$ cat config.mk
export PLATFORM = sky130hd
export DESIGN_NAME = http_header_field_extractor
export DESIGN_NICKNAME = d
export VERILOG_FILES = /design/src/sv/hhfe_pkg.sv /design/src/sv/http_header_field_extractor.sv /design/src/sv/hhfe_cfg_regs.sv /design/src/sv/hhfe_parser.sv
export VERILOG_INCLUDE_DIRS = /design/src /design/src/sv
export SDC_FILE = /design/constraint.sdc
export NUM_CORES = 1
export LEC_CHECK = 0
export ABC_CLOCK_PERIOD_IN_PS = 5300
export BUFFER_PORTS_ARGS = -buffer_cell sky130_fd_sc_hd__buf_2
export CAP_MARGIN = 0
export CELL_PAD_IN_SITES_DETAIL_PLACEMENT = 2
export CELL_PAD_IN_SITES_GLOBAL_PLACEMENT = 2
export CORE_MARGIN = 4
export CORE_UTILIZATION = 34
export CTS_CLUSTER_DIAMETER = 30
export DETAILED_ROUTE_END_ITERATION = 7
export GPL_TIMING_DRIVEN = 0
export PLACE_DENSITY_LB_ADDON = 0.1
export REMOVE_ABC_BUFFERS = 1
export SYNTH_ARGS = -nofsm -noshare
export SYNTH_HDL_FRONTEND = slang
export SYNTH_SLANG_ARGS = --single-unit
$ cat constraint.sdc
create_clock -name clk -period 5.3 [get_ports clk]
set_input_delay 0.53 -clock clk [delete_from_list [all_inputs] [get_ports clk]]
set_output_delay 0.53 -clock clk [all_outputs]
set_load 0.05 [all_outputs]
$ cat src/sv/http_header_field_extractor_macros.svh
// assertion macros for the http header field extractor
`ifndef HTTP_HEADER_FIELD_EXTRACTOR_MACROS_SVH
`define HTTP_HEADER_FIELD_EXTRACTOR_MACROS_SVH

`ifndef SYNTHESIS
`define HHFE_ASSERT_IMPL(label, ante, cons) \
  label: assert property (@(posedge clk) disable iff (!rst_n) (ante) |-> (cons)) \
    else $error("hhfe assertion failed");
`define HHFE_ASSERT_NEXT(label, ante, cons) \
  label: assert property (@(posedge clk) disable iff (!rst_n) (ante) |=> (cons)) \
    else $error("hhfe assertion failed");
`else
`define HHFE_ASSERT_IMPL(label, ante, cons)
`define HHFE_ASSERT_NEXT(label, ante, cons)
`endif

`endif

$ cat src/sv/hhfe_pkg.sv
`timescale 1ns / 1ps

package hhfe_pkg;

  localparam int MAX_NAME_BYTES   = 32;
  localparam int NAME_STORE_BYTES = 32;
  localparam int NAME_REGS        = 4;
  localparam int NAME_POS_W       = 6;
  localparam int COUNT_W          = 17;

  localparam logic [15:0] SIZE_LIMIT_RESET = 16'd16384;

  // register indexes
  localparam logic [2:0] REG_NAME_0      = 3'd0;
  localparam logic [2:0] REG_NAME_1      = 3'd1;
  localparam logic [2:0] REG_NAME_2      = 3'd2;
  localparam logic [2:0] REG_NAME_3      = 3'd3;
  localparam logic [2:0] REG_NAME_LENGTH = 3'd4;
  localparam logic [2:0] REG_SIZE_LIMIT  = 3'd5;

  // byte classes
  localparam logic [2:0] CLS_METHOD  = 3'd0;
  localparam logic [2:0] CLS_PATH    = 3'd1;
  localparam logic [2:0] CLS_LINE    = 3'd2;
  localparam logic [2:0] CLS_HEADER  = 3'd3;
  localparam logic [2:0] CLS_VALUE   = 3'd4;
  localparam logic [2:0] CLS_IGNORED = 3'd5;

  // status codes
  localparam logic [1:0] ST_OK        = 2'd0;
  localparam logic [1:0] ST_MALFORMED = 2'd1;
  localparam logic [1:0] ST_TOO_LARGE = 2'd2;

  // characters
  localparam logic [7:0] CH_CR    = 8'd13;
  localparam logic [7:0] CH_LF    = 8'd10;
  localparam logic [7:0] CH_SPACE = 8'd32;
  localparam logic [7:0] CH_TAB   = 8'd9;
  localparam logic [7:0] CH_QMARK = 8'd63;
  localparam logic [7:0] CH_COLON = 8'd58;

  typedef struct packed {
    logic [7:0] data_byte;
    logic       first_byte;
  } in_item_t;

  typedef struct packed {
    logic [2:0] byte_class;
    logic       headers_end;
    logic [1:0] status;
    logic       header_found;
  } out_item_t;

  typedef struct packed {
    logic [NAME_STORE_BYTES*8-1:0] name_bytes;
    logic [NAME_POS_W-1:0]         name_length;
    logic [15:0]                   size_limit;
  } cfg_t;

  function automatic logic [7:0] to_lower(input logic [7:0] c);
    logic [7:0] r;
    r = c;
    if (c >= 8'd65 && c <= 8'd90) begin
      r = c + 8'd32;
    end
    return r;
  endfunction

endpackage

$ cat src/sv/http_header_field_extractor.sv
// an accepted byte is held in s1_item_r; its result is registered into out_item_r when it advances
// throughput: one byte per cycle while out_stall holds no result, limited by the single state update per byte
// a result held by out_stall still lets one more byte enter the input register
// reset: synchronous active-low rst_n clears parse state and both pipeline stages,
// sets size_limit to 16384 and clears the header name and its length
`timescale 1ns / 1ps
`include "http_header_field_extractor_macros.svh"

module http_header_field_extractor
  import hhfe_pkg::*;
(
  input  logic        clk,
  input  logic        rst_n,
  input  logic        in_valid,
  output logic        in_stall,
  input  in_item_t    in_data,
  output logic        out_valid,
  input  logic        out_stall,
  output out_item_t   out_data,
  input  logic        cfg_valid,
  output logic        cfg_ready,
  input  logic [2:0]  cfg_index,
  input  logic [63:0] cfg_data
);

  cfg_t      cfg;
  in_item_t  s1_item_r;
  logic      s1_valid_r;
  logic      s1_valid_nxt;
  out_item_t out_item_r;
  out_item_t out_item_nxt;
  logic      out_valid_r;
  logic      out_valid_nxt;
  logic      out_free;
  logic      s1_adv;
  logic      in_acc;

  hhfe_cfg_regs u_cfg (
    .clk       (clk),
    .rst_n     (rst_n),
    .cfg_valid (cfg_valid),
    .cfg_ready (cfg_ready),
    .cfg_index (cfg_index),
    .cfg_data  (cfg_data),
    .cfg       (cfg)
  );

  hhfe_parser u_parser (
    .clk    (clk),
    .rst_n  (rst_n),
    .cfg    (cfg),
    .upd    (s1_adv),
    .item   (s1_item_r),
    .result (out_item_nxt)
  );

  assign out_free      = !out_valid_r || !out_stall;
  assign s1_adv        = s1_valid_r && out_free;
  assign in_stall      = s1_valid_r && !out_free;
  assign in_acc        = in_valid && !in_stall;
  assign s1_valid_nxt  = in_acc || (s1_valid_r && !s1_adv);
  assign out_valid_nxt = s1_adv || (out_valid_r && out_stall);

  always_ff @(posedge clk) begin
    if (!rst_n) begin
      s1_valid_r  <= 1'b0;
      out_valid_r <= 1'b0;
    end else begin
      s1_valid_r  <= s1_valid_nxt;
      out_valid_r <= out_valid_nxt;
    end
    if (in_acc) begin
      s1_item_r <= in_data;
    end
    if (s1_adv) begin
      out_item_r <= out_item_nxt;
    end
  end

  assign out_valid = out_valid_r;
  assign out_data  = out_item_r;

  `HHFE_ASSERT_IMPL(a_hend_clean, out_valid_r && out_item_r.headers_end, out_item_r.status == ST_OK && out_item_r.byte_class == CLS_HEADER)
  `HHFE_ASSERT_IMPL(a_err_ignored, out_valid_r && out_item_r.status != ST_OK, out_item_r.byte_class == CLS_IGNORED)
  `HHFE_ASSERT_NEXT(a_adv_fills_out, s1_adv, out_valid_r)
  `HHFE_ASSERT_IMPL(a_stall_full, in_stall, s1_valid_r && out_valid_r)

endmodule

$ cat src/sv/hhfe_cfg_regs.sv
`timescale 1ns / 1ps

module hhfe_cfg_regs
  import hhfe_pkg::*;
(
  input  logic        clk,
  input  logic        rst_n,
  input  logic        cfg_valid,
  output logic        cfg_ready,
  input  logic [2:0]  cfg_index,
  input  logic [63:0] cfg_data,
  output cfg_t        cfg
);

  logic [NAME_REGS-1:0][63:0] name_r;
  logic [NAME_POS_W-1:0]      name_length_r;
  logic [15:0]                size_limit_r;
  logic                       wr;

  assign cfg_ready = 1'b1;
  assign wr        = cfg_valid && cfg_ready;

  always_ff @(posedge clk) begin
    if (!rst_n) begin
      name_r        <= '0;
      name_length_r <= '0;
      size_limit_r  <= SIZE_LIMIT_RESET;
    end else if (wr) begin
      case (cfg_index)
        REG_NAME_0:      name_r[0] <= cfg_data;
        REG_NAME_1:      name_r[1] <= cfg_data;
        REG_NAME_2:      name_r[2] <= cfg_data;
        REG_NAME_3:      name_r[3] <= cfg_data;
        REG_NAME_LENGTH: name_length_r <= cfg_data[NAME_POS_W-1:0];
        REG_SIZE_LIMIT:  size_limit_r <= cfg_data[15:0];
        default: ;
      endcase
    end
  end

  assign cfg.name_bytes  = name_r;
  assign cfg.name_length = name_length_r;
  assign cfg.size_limit  = size_limit_r;

endmodule

$ cat src/sv/hhfe_parser.sv
`timescale 1ns / 1ps

module hhfe_parser
  import hhfe_pkg::*;
(
  input  logic      clk,
  input  logic      rst_n,
  input  cfg_t      cfg,
  input  logic      upd,
  input  in_item_t  item,
  output out_item_t result
);

  typedef struct packed {
    logic [1:0]            crlf;
    logic [COUNT_W-1:0]    cnt;
    logic [1:0]            spaces;
    logic                  in_query;
    logic                  past_line;
    logic [NAME_POS_W-1:0] name_pos;
    logic                  mismatch;
    logic                  colon;
    logic                  in_value;
    logic                  skipping;
    logic                  found;
    logic                  finished;
    logic [1:0]            err;
  } pstate_t;

  pstate_t    st_r;
  pstate_t    st_nxt;
  pstate_t    cur;
  logic [7:0] c;
  logic [7:0] nb;
  logic       eol;
  logic       name_ok;
  logic [2:0] cls;
  logic       hend;

  assign c   = item.data_byte;
  assign cur = item.first_byte ? '0 : st_r;
  assign nb  = cfg.name_bytes[{cur.name_pos[4:0], 3'b000} +: 8];

  assign name_ok = (cur.name_pos < cfg.name_length)
                && (cur.name_pos < NAME_POS_W'(MAX_NAME_BYTES))
                && (cur.name_pos < NAME_POS_W'(NAME_STORE_BYTES))
                && (to_lower(nb) == to_lower(c));

  assign eol = (c == CH_LF) && (cur.crlf == 2'd1 || cur.crlf == 2'd3);

  always_comb begin
    st_nxt = cur;
    cls    = CLS_IGNORED;
    hend   = 1'b0;
    if (!cur.finished && cur.err == ST_OK) begin
      if (cur.cnt + 1'b1 > {1'b0, cfg.size_limit}) begin
        st_nxt.err = ST_TOO_LARGE;
      end else begin
        st_nxt.cnt = cur.cnt + 1'b1;
        if (c == CH_CR) begin
          st_nxt.crlf = (cur.crlf == 2'd2) ? 2'd3 : 2'd1;
        end else if (eol) begin
          st_nxt.crlf = 2'd2;
        end else begin
          st_nxt.crlf = 2'd0;
        end

        if (!cur.past_line) begin
          if (eol) begin
            if (cur.spaces < 2'd2) begin
              st_nxt.err = ST_MALFORMED;
            end else begin
              st_nxt.past_line = 1'b1;
              st_nxt.name_pos  = '0;
              st_nxt.mismatch  = 1'b0;
              st_nxt.colon     = 1'b0;
              st_nxt.in_value  = 1'b0;
              st_nxt.skipping  = 1'b0;
              cls              = CLS_LINE;
            end
          end else if (c == CH_CR || c == CH_LF) begin
            cls = CLS_LINE;
          end else if (cur.spaces == 2'd0) begin
            if (c == CH_SPACE) begin
              st_nxt.spaces = 2'd1;
              cls           = CLS_LINE;
            end else begin
              cls = CLS_METHOD;
            end
          end else if (cur.spaces == 2'd1) begin
            if (c == CH_SPACE) begin
              st_nxt.spaces = 2'd2;
              cls           = CLS_LINE;
            end else if (cur.in_query || c == CH_QMARK) begin
              st_nxt.in_query = 1'b1;
              cls             = CLS_LINE;
            end else begin
              cls = CLS_PATH;
            end
          end else begin
            cls = CLS_LINE;
          end
        end else begin
          cls = CLS_HEADER;
          if (eol) begin
            st_nxt.name_pos = '0;
            st_nxt.mismatch = 1'b0;
            st_nxt.colon    = 1'b0;
            st_nxt.in_value = 1'b0;
            st_nxt.skipping = 1'b0;
            if (cur.crlf == 2'd3) begin
              hend            = 1'b1;
              st_nxt.finished = 1'b1;
            end
          end else if (!cur.colon) begin
            if (c == CH_COLON) begin
              st_nxt.colon = 1'b1;
              if (!cur.mismatch && cur.name_pos == cfg.name_length && !cur.found) begin
                st_nxt.found    = 1'b1;
                st_nxt.in_value = 1'b1;
                st_nxt.skipping = 1'b1;
              end
            end else begin
              if (!name_ok) begin
                st_nxt.mismatch = 1'b1;
              end
              if (cur.name_pos != '1) begin
                st_nxt.name_pos = cur.name_pos + 1'b1;
              end
            end
          end else if (cur.in_value) begin
            if (c == CH_CR) begin
              st_nxt.in_value = 1'b0;
            end else if (cur.skipping && (c == CH_SPACE || c == CH_TAB)) begin
              cls = CLS_HEADER;
            end else begin
              st_nxt.skipping = 1'b0;
              cls             = CLS_VALUE;
            end
          end
        end
      end
      if (st_nxt.err != ST_OK) begin
        cls = CLS_IGNORED;
      end
    end
  end

  always_ff @(posedge clk) begin
    if (!rst_n) begin
      st_r <= '0;
    end else if (upd) begin
      st_r <= st_nxt;
    end
  end

  assign result.byte_class   = cls;
  assign result.headers_end  = hend;
  assign result.status       = st_nxt.err;
  assign result.header_found = st_nxt.found;

endmodule

==> results_dict.tcl, run 1 <==
set metrics [dict create \
    met3_usage_pct 4.69 \
    synth_enable_flop_cells 16 \
    nets 2184 \
    path_max_fanout 31 \
    vias 15200 \
    synthCells 1982 \
    min_path_type "primary input to flip-flop" \
    ir_drop_mv 0.243 \
    drcViolationCount 0 \
    worstHoldPathCells 1 \
    crit_path_end_kind "flip-flop" \
    yosys.area.top_type "dfxtp_1" \
    totalWireLength_um 64100 \
    yosysWarnings 0 \
    synth_top_area_share_pct 38.8 \
    use_met2_pct 43.5 \
    antenna_cells 0 \
    cts.hold.buffers_added 0 \
    via_per_inst 5.46 \
    fin_area_mm2 0.0213 \
    die_area_mm2 0.0517 \
    crit_type "flip-flop to flip-flop" \
    die_x_um 227 \
    reg2reg_from "s1_item_r[0]" \
    die_h_um 227 \
    synthFlopType "dfxtp_1" \
    grt_pass1_wl_um 99000 \
    reg2reg_to "u_parser.st_r[7]" \
    synth_seq_cells 333 \
    io_pins 91 \
    required_ns 5.80 \
    finalHoldViolCount 0 \
    worst_r2r_path_depth 16 \
    fillers 5157 \
    grt_use_met1_pct 30.6 \
    port_buffers 89 \
    synth.distinct_cells 86 \
    final_cell_mix "nand2_1, dfxtp_1, a21boi_0" \
    cts_made_buffers 103 \
    clock_path_buffers 3 \
    htreeDepth 3 \
    grt_max_degree 164 \
    clock_latency_ns 0.63 \
    slew_headroom_pct 21.2 \
    area_growth_pct 30.2 \
    cts.sinks 333 \
    rows 80 \
    rrSetupSlack_ns 0.23 \
    startpoint_type "flip-flop" \
    power_density_mw_per_mm2 451 \
    antenna_found_initial 1 \
    hold_end "s1_item_r[3]" \
    place_area_mm2 0.0174 \
    core_mm2 0.0476 \
    first_pass_iters 6 \
    cts.clk_slew.worst_paths_ns 0.04 \
    hold_start "in_data[3]" \
    ys_seq_area_share_pct 41.7 \
    cts_root_buf "clkbuf_16" \
    seqCellArea_mm2 0.00683 \
    synthArstFlopShare_pct 0 \
    synthTopCellsByArea "dfxtp_1, nand2_1, a21boi_0, edfxtp_1, mux4_2" \
    drive_above_1_share_pct 17.1 \
    slew_viol_final 0 \
    drtIter0Drc 688 \
    fmax_ghz 0.197 \
    drv_cap 0 \
    track_usage_pct 24.6 \
    finalCriticalPeriod_ns 5.07 \
    initial_core_util_pct 34.4 \
    post-dp-hpwl_um 39800 \
    worstPathArrival_ns 5.57 \
    grt_pass1_vias 17100 \
    cts_tree "yes" \
    dp_cells 2571 \
    antenna_left 0 \
    avgSynthCellArea_um2 8.26 \
    instances_no_fill 2777 \
    wl_per_cell_um 23.1 \
    multi_input_area_mm2 0.00887 \
    rsz0062_at_grt "no" \
    tightest_slew_ns 1.17 \
    timing.final.crit_share_pct 95.6 \
    place_congestion 0.776 \
    synth_area_mm2 0.0164 \
    clock_skew_ns 0.0188 \
    status "completed" \
    setup_viol_count_final 0 \
    grt.busiest_layer "met2" \
    layout_commonest_cell "nand2_1" \
    holdWs_ns 0.0684 \
    grt.overflow.total 0 \
    p_leak_nw 7.59 \
]
flip-flops by register name (all words and copies together), names as in the netlist:
name,flops
u_cfg.cfg,256
u_parser.st_r,37
u_cfg.size_limit_r,16
s1_item_r,9
out_data,7
u_cfg.name_length_r,6
out_valid,1
s1_valid_r,1
repair_timing:
action | 4_1_cts | 5_1_grt
endpoints found under the setup margin | 41 | 26
resized for setup | 13 | 3
gates cloned | 0 | 0
buffers inserted | 6 | 10
pin swaps | 3 | 3
worst max-delay path, cell delays in order, from the launching register on:
cell and delay [ns]:
edfxtp_1 0.51, buf_4 0.21, buf_16 0.16, nand2b_2 0.46, inv_4 0.57, mux2_1 0.38, a222oi_1 0.37, nand2_1 0.11
a31oi_1 0.28, a2bb2oi_1 0.47, inv_1 0.09, ha_1 0.20, xnor3_1 0.36, nand2_1 0.05, nand4b_1 0.20, a2111oi_2 0.34
a21oi_1 0.12
power by group:
group | leakage [nW] | internal [mW] | switching [mW]
clock | 1.82 | 4.68 | 1.81
sequential | 2.72 | 2.59 | 0.0425
combinational | 3.05 | 0.177 | 0.333
total | 7.59 | 7.44 | 2.18
per-stage QoR:
| stage | util, % | power [mW] | TNS [ns] | setup slack, ns |
|---|---|---|---|---|
| after global placement | 35.6 | 3.16 | -478.51 | -4.25 |
| after floorplan | - | 2.91 | -0.413 | -0.413 |
| after detailed placement | 36.6 | 3.17 | -43.38 | -1.78 |
| final | 44.8 | 9.63 | 0 | 0.233 |
| after CTS | 44.6 | 9.72 | 0 | 0.0205 |
| after global routing | 44.8 | 9.92 | 0 | 0.00947 |
synthesized netlist by cell type (4+ instances only):
cell type and number:
buf_6 8, a22oi_1 4, and3_1 5, a222oi_1 9
o21a_1 5, and4_1 5, mux4_2 21, a21oi_1 56
a2111oi_0 5, a211oi_1 6, o21ai_0 41, nand4_1 10
or3_1 7, nand2b_1 20, nor2b_1 30, a21boi_0 274
a22o_1 8, nor3b_1 4, dfxtp_1 317, edfxtp_1 16
a221o_1 5, nor4_1 6, o221ai_1 7, a221oi_1 6
inv_1 38, a31oi_1 11, nor3_1 24, nand2_1 628
a211o_1 7, buf_4 8, o22ai_1 17, mux2_2 12
clkbuf_1 106, ha_1 26, and2_1 17, mux2i_1 27
buf_2 17, nand3_1 18, a21o_1 7, xnor2_1 16
nor2_1 57, xor2_1 9
per-layer routing:
metal  routed length [µm]  part of all wire [%]
met1                28600                    45
met2                31700                    49
met3                 2200                   3.4
met4                 1580                   2.5
met5                   20                 0.031
logic make-up after synthesis:
family          Yosys count  synth area share [%]
flops                   333                  41.7
fa+ha+maj                26                  1.99
buf+inv                 181                  4.90
compound gates          500                  22.1
mux                      63                  5.59
xor+xnor                 26                  1.47
simple gates            852                  22.2
other cells               1                0.0229
worst max path at each step:
stage / slack, ns / startpoint / end
after global placement: -4.25 / u_parser.st_r[8] / u_parser.st_r[7]
after detailed placement: -1.78 / s1_item_r[0] / u_parser.st_r[15]
after global routing: 0.009 / u_parser.st_r[10] / u_parser.st_r[7]
after floorplan: -0.41 / u_parser.st_r[8] / u_parser.st_r[7]
after CTS: 0.02 / s1_item_r[0] / u_parser.st_r[8]
final: 0.23 / s1_item_r[0] / u_parser.st_r[7]
layout make-up:
| type | instances | share of cell area (%) |
|---|---|---|
| inverter | 41 | 0.751 |
| clock inverter | 49 | 3.55 |
| multi-input combinational | 1468 | 41.6 |
| tap | 615 | 3.61 |
| clock buffer | 141 | 13.7 |
| timing repair buffer | 130 | 4.74 |
| sequential | 333 | 32.0 |
(Power assumes the default switching activity.)
==> inputs of run 2 (changes only) <==
--- a/config.mk
+++ b/config.mk
@@ -6,13 +6,14 @@
 export SDC_FILE = /design/constraint.sdc
 export NUM_CORES = 1
 export LEC_CHECK = 0
+export ABC_AREA = 1
 export ABC_CLOCK_PERIOD_IN_PS = 5300
 export BUFFER_PORTS_ARGS = -buffer_cell sky130_fd_sc_hd__buf_2
 export CAP_MARGIN = 0
 export CELL_PAD_IN_SITES_DETAIL_PLACEMENT = 2
 export CELL_PAD_IN_SITES_GLOBAL_PLACEMENT = 2
 export CORE_MARGIN = 4
-export CORE_UTILIZATION = 34
+export CORE_UTILIZATION = 31
 export CTS_CLUSTER_DIAMETER = 30
 export DETAILED_ROUTE_END_ITERATION = 7
 export GPL_TIMING_DRIVEN = 0
==> run 2 against run 1 <==
Register-to-register slack improved by 0.40 ns. Critical path depth rose by 7. Sequential power rose by 2%.
==> results_dict.tcl, run 2 <==
set metrics [dict create \
    cts.hold.buffers_added 0 \
    synthCells 2406 \
    path_max_fanout 45 \
    power_density_mw_per_mm2 460 \
    fmax_ghz 0.214 \
    first_pass_iters 5 \
    setup_viol_count_final 0 \
    largest_register_ffs 256 \
    synth_enable_flop_cells 16 \
    cts.clk_slew.worst_paths_ns 0.04 \
    io_pins 91 \
    grt_max_degree 161 \
    min_path_type "primary input to flip-flop" \
    port_buffers 89 \
    finalCriticalPeriod_ns 4.67 \
    core_mm2 0.0516 \
    required_ns 5.82 \
    hold_start "in_data[2]" \
    cts.sinks 333 \
    grt_pass1_vias 18700 \
    ir_drop_mv 0.252 \
    startpoint_type "flip-flop" \
    area_growth_pct 30.1 \
    rows 83 \
    instances_no_fill 3234 \
    synth_top_area_share_pct 39.0 \
    wl_per_cell_um 20.4 \
    ys_seq_area_share_pct 42.0 \
    timing.final.crit_share_pct 88.1 \
    status "completed" \
    rrSetupSlack_ns 0.63 \
    clock_skew_ns 0.0192 \
    netlist_top_cells_count "nand2_1, nor2_1, dfxtp_1" \
    crit_start "s1_item_r[0]" \
    synth_seq_cells 333 \
    antenna_found_initial 2 \
    drv_cap 0 \
    synth_most_common_cell "nand2_1" \
    synthFlopType "dfxtp_1" \
    slew_headroom_pct 11.8 \
    synthTopCellsByArea "dfxtp_1, o21ai_0, nand2_1, nand3_1, nor2_1" \
    nets 2572 \
    worstPathArrival_ns 5.19 \
    tightest_slew_ns 1.32 \
    holdWs_ns 0.0750 \
    finalHoldViolCount 0 \
    grt_pass1_wl_um 104000 \
    track_usage_pct 23.1 \
    antenna_cells 0 \
    clock_path_buffers 3 \
    drtIter0Drc 770 \
    die_x_um 237 \
    grt.overflow.total 0 \
    drcViolationCount 0 \
    synth_area_mm2 0.0163 \
    yosysWarnings 0 \
    final_cell_mix "nand2_1, nor2_1, dfxtp_1" \
    place_congestion 0.815 \
    via_per_inst 5.19 \
    dp_cells 3034 \
    vias 16800 \
    cts_made_buffers 105 \
    crit_type "flip-flop to flip-flop" \
    die_h_um 237 \
    crit_path_end_kind "flip-flop" \
    rsz0062_at_grt "no" \
    yosys.area.top_type "dfxtp_1" \
    layout_commonest_cell "nand2_1" \
    clock_latency_ns 0.63 \
    seqCellArea_mm2 0.00683 \
    drive_above_1_share_pct 12.7 \
    fillers 5922 \
    post-dp-hpwl_um 40300 \
    multi_input_area_mm2 0.00788 \
    cts_root_buf "clkbuf_16" \
    die_area_mm2 0.0562 \
    p_leak_nw 8.83 \
    synth.distinct_cells 47 \
    antenna_left 0 \
    initial_core_util_pct 31.5 \
    reg2reg_from "s1_item_r[0]" \
    avgSynthCellArea_um2 6.76 \
    cts_tree "yes" \
    slew_viol_final 0 \
    fin_util_pct 41.0 \
    totalWireLength_um 65800 \
    htreeDepth 3 \
    synthArstFlopShare_pct 0 \
]
run 2: worst max-delay path, cell delays in order, from the launching register on:
cell	delay, ns
edfxtp_1	0.45
buf_4	0.20
inv_6	0.37
nand2_1	0.17
nor2_1	0.20
nand2_1	0.14
inv_1	0.08
nand3_1	0.10
nor3_1	0.30
nand3_1	0.15
xnor2_1	0.20
inv_1	0.12
ha_1	0.29
inv_1	0.05
nor2_1	0.14
nand3_1	0.10
o31ai_1	0.33
nand2_2	0.19
nor2_8	0.26
nand2_2	0.19
inv_2	0.19
nand2_1	0.10
o21ai_1	0.15
a21oi_1	0.06
run 2: per-stage QoR:
stage | total power, mW | instance area, µm² | setup TNS, ns | worst slack, ns
6_report | 9.73 | 21100 | 0 | 0.632
4_1_cts | 9.84 | 21100 | 0 | 0.0483
3_5_place_dp | 3.37 | 17400 | -0.361 | -0.339
2_1_floorplan | 3.06 | 15600 | 0 | 0.615
3_3_place_gp | 3.33 | 16900 | -391.24 | -4.14
5_1_grt | 10.1 | 21100 | 0 | 0.130
run 2: report_power, final:
part / switching (mW) / internal, mW
clock: 1.81 / 4.59
sequential: 0.0443 / 2.62
combinational: 0.469 / 0.199
run 2: layout make-up:
class                   count  share of cell area, %
well taps                 680                   4.02
clock buffers             149                   14.5
multi-input cells        1662                   37.2
repair buffers            112                   4.53
inverters                 251                   4.56
clock inverters            47                   2.88
flip-flops and latches    333                   32.3
run 2: metal layers:
metal	share of wire [%]	GRT usage, %	vias to the layer above
li1	-	-	8014
met1	45	28.5	8461
met2	50	41.6	219
met3	3.0	4.15	95
met4	1.8	5.56	4
met5	0.041	0	-
run 2: cell families after synthesis:
family | share of synthesized area (%)
other cells | 0.0231
compound gates | 17.9
buf+inv | 9.96
simple gates | 27.3
flops | 42.0
xor+xnor | 0.801
fa+ha+maj | 2.00
run 2: final timing paths:
kind	end	cells after the start
min reg2reg	u_cfg.cfg[224]	2
min	s1_item_r[2]	1
max	u_parser.st_r[16]	23
max reg2reg	u_parser.st_r[16]	23
run 2: repair_timing:
action,4_1_cts,5_1_grt
resized for setup,2,0
pin swaps,0,0
buffers inserted,0,4
endpoints found under the setup margin,5,38
cloned,0,0
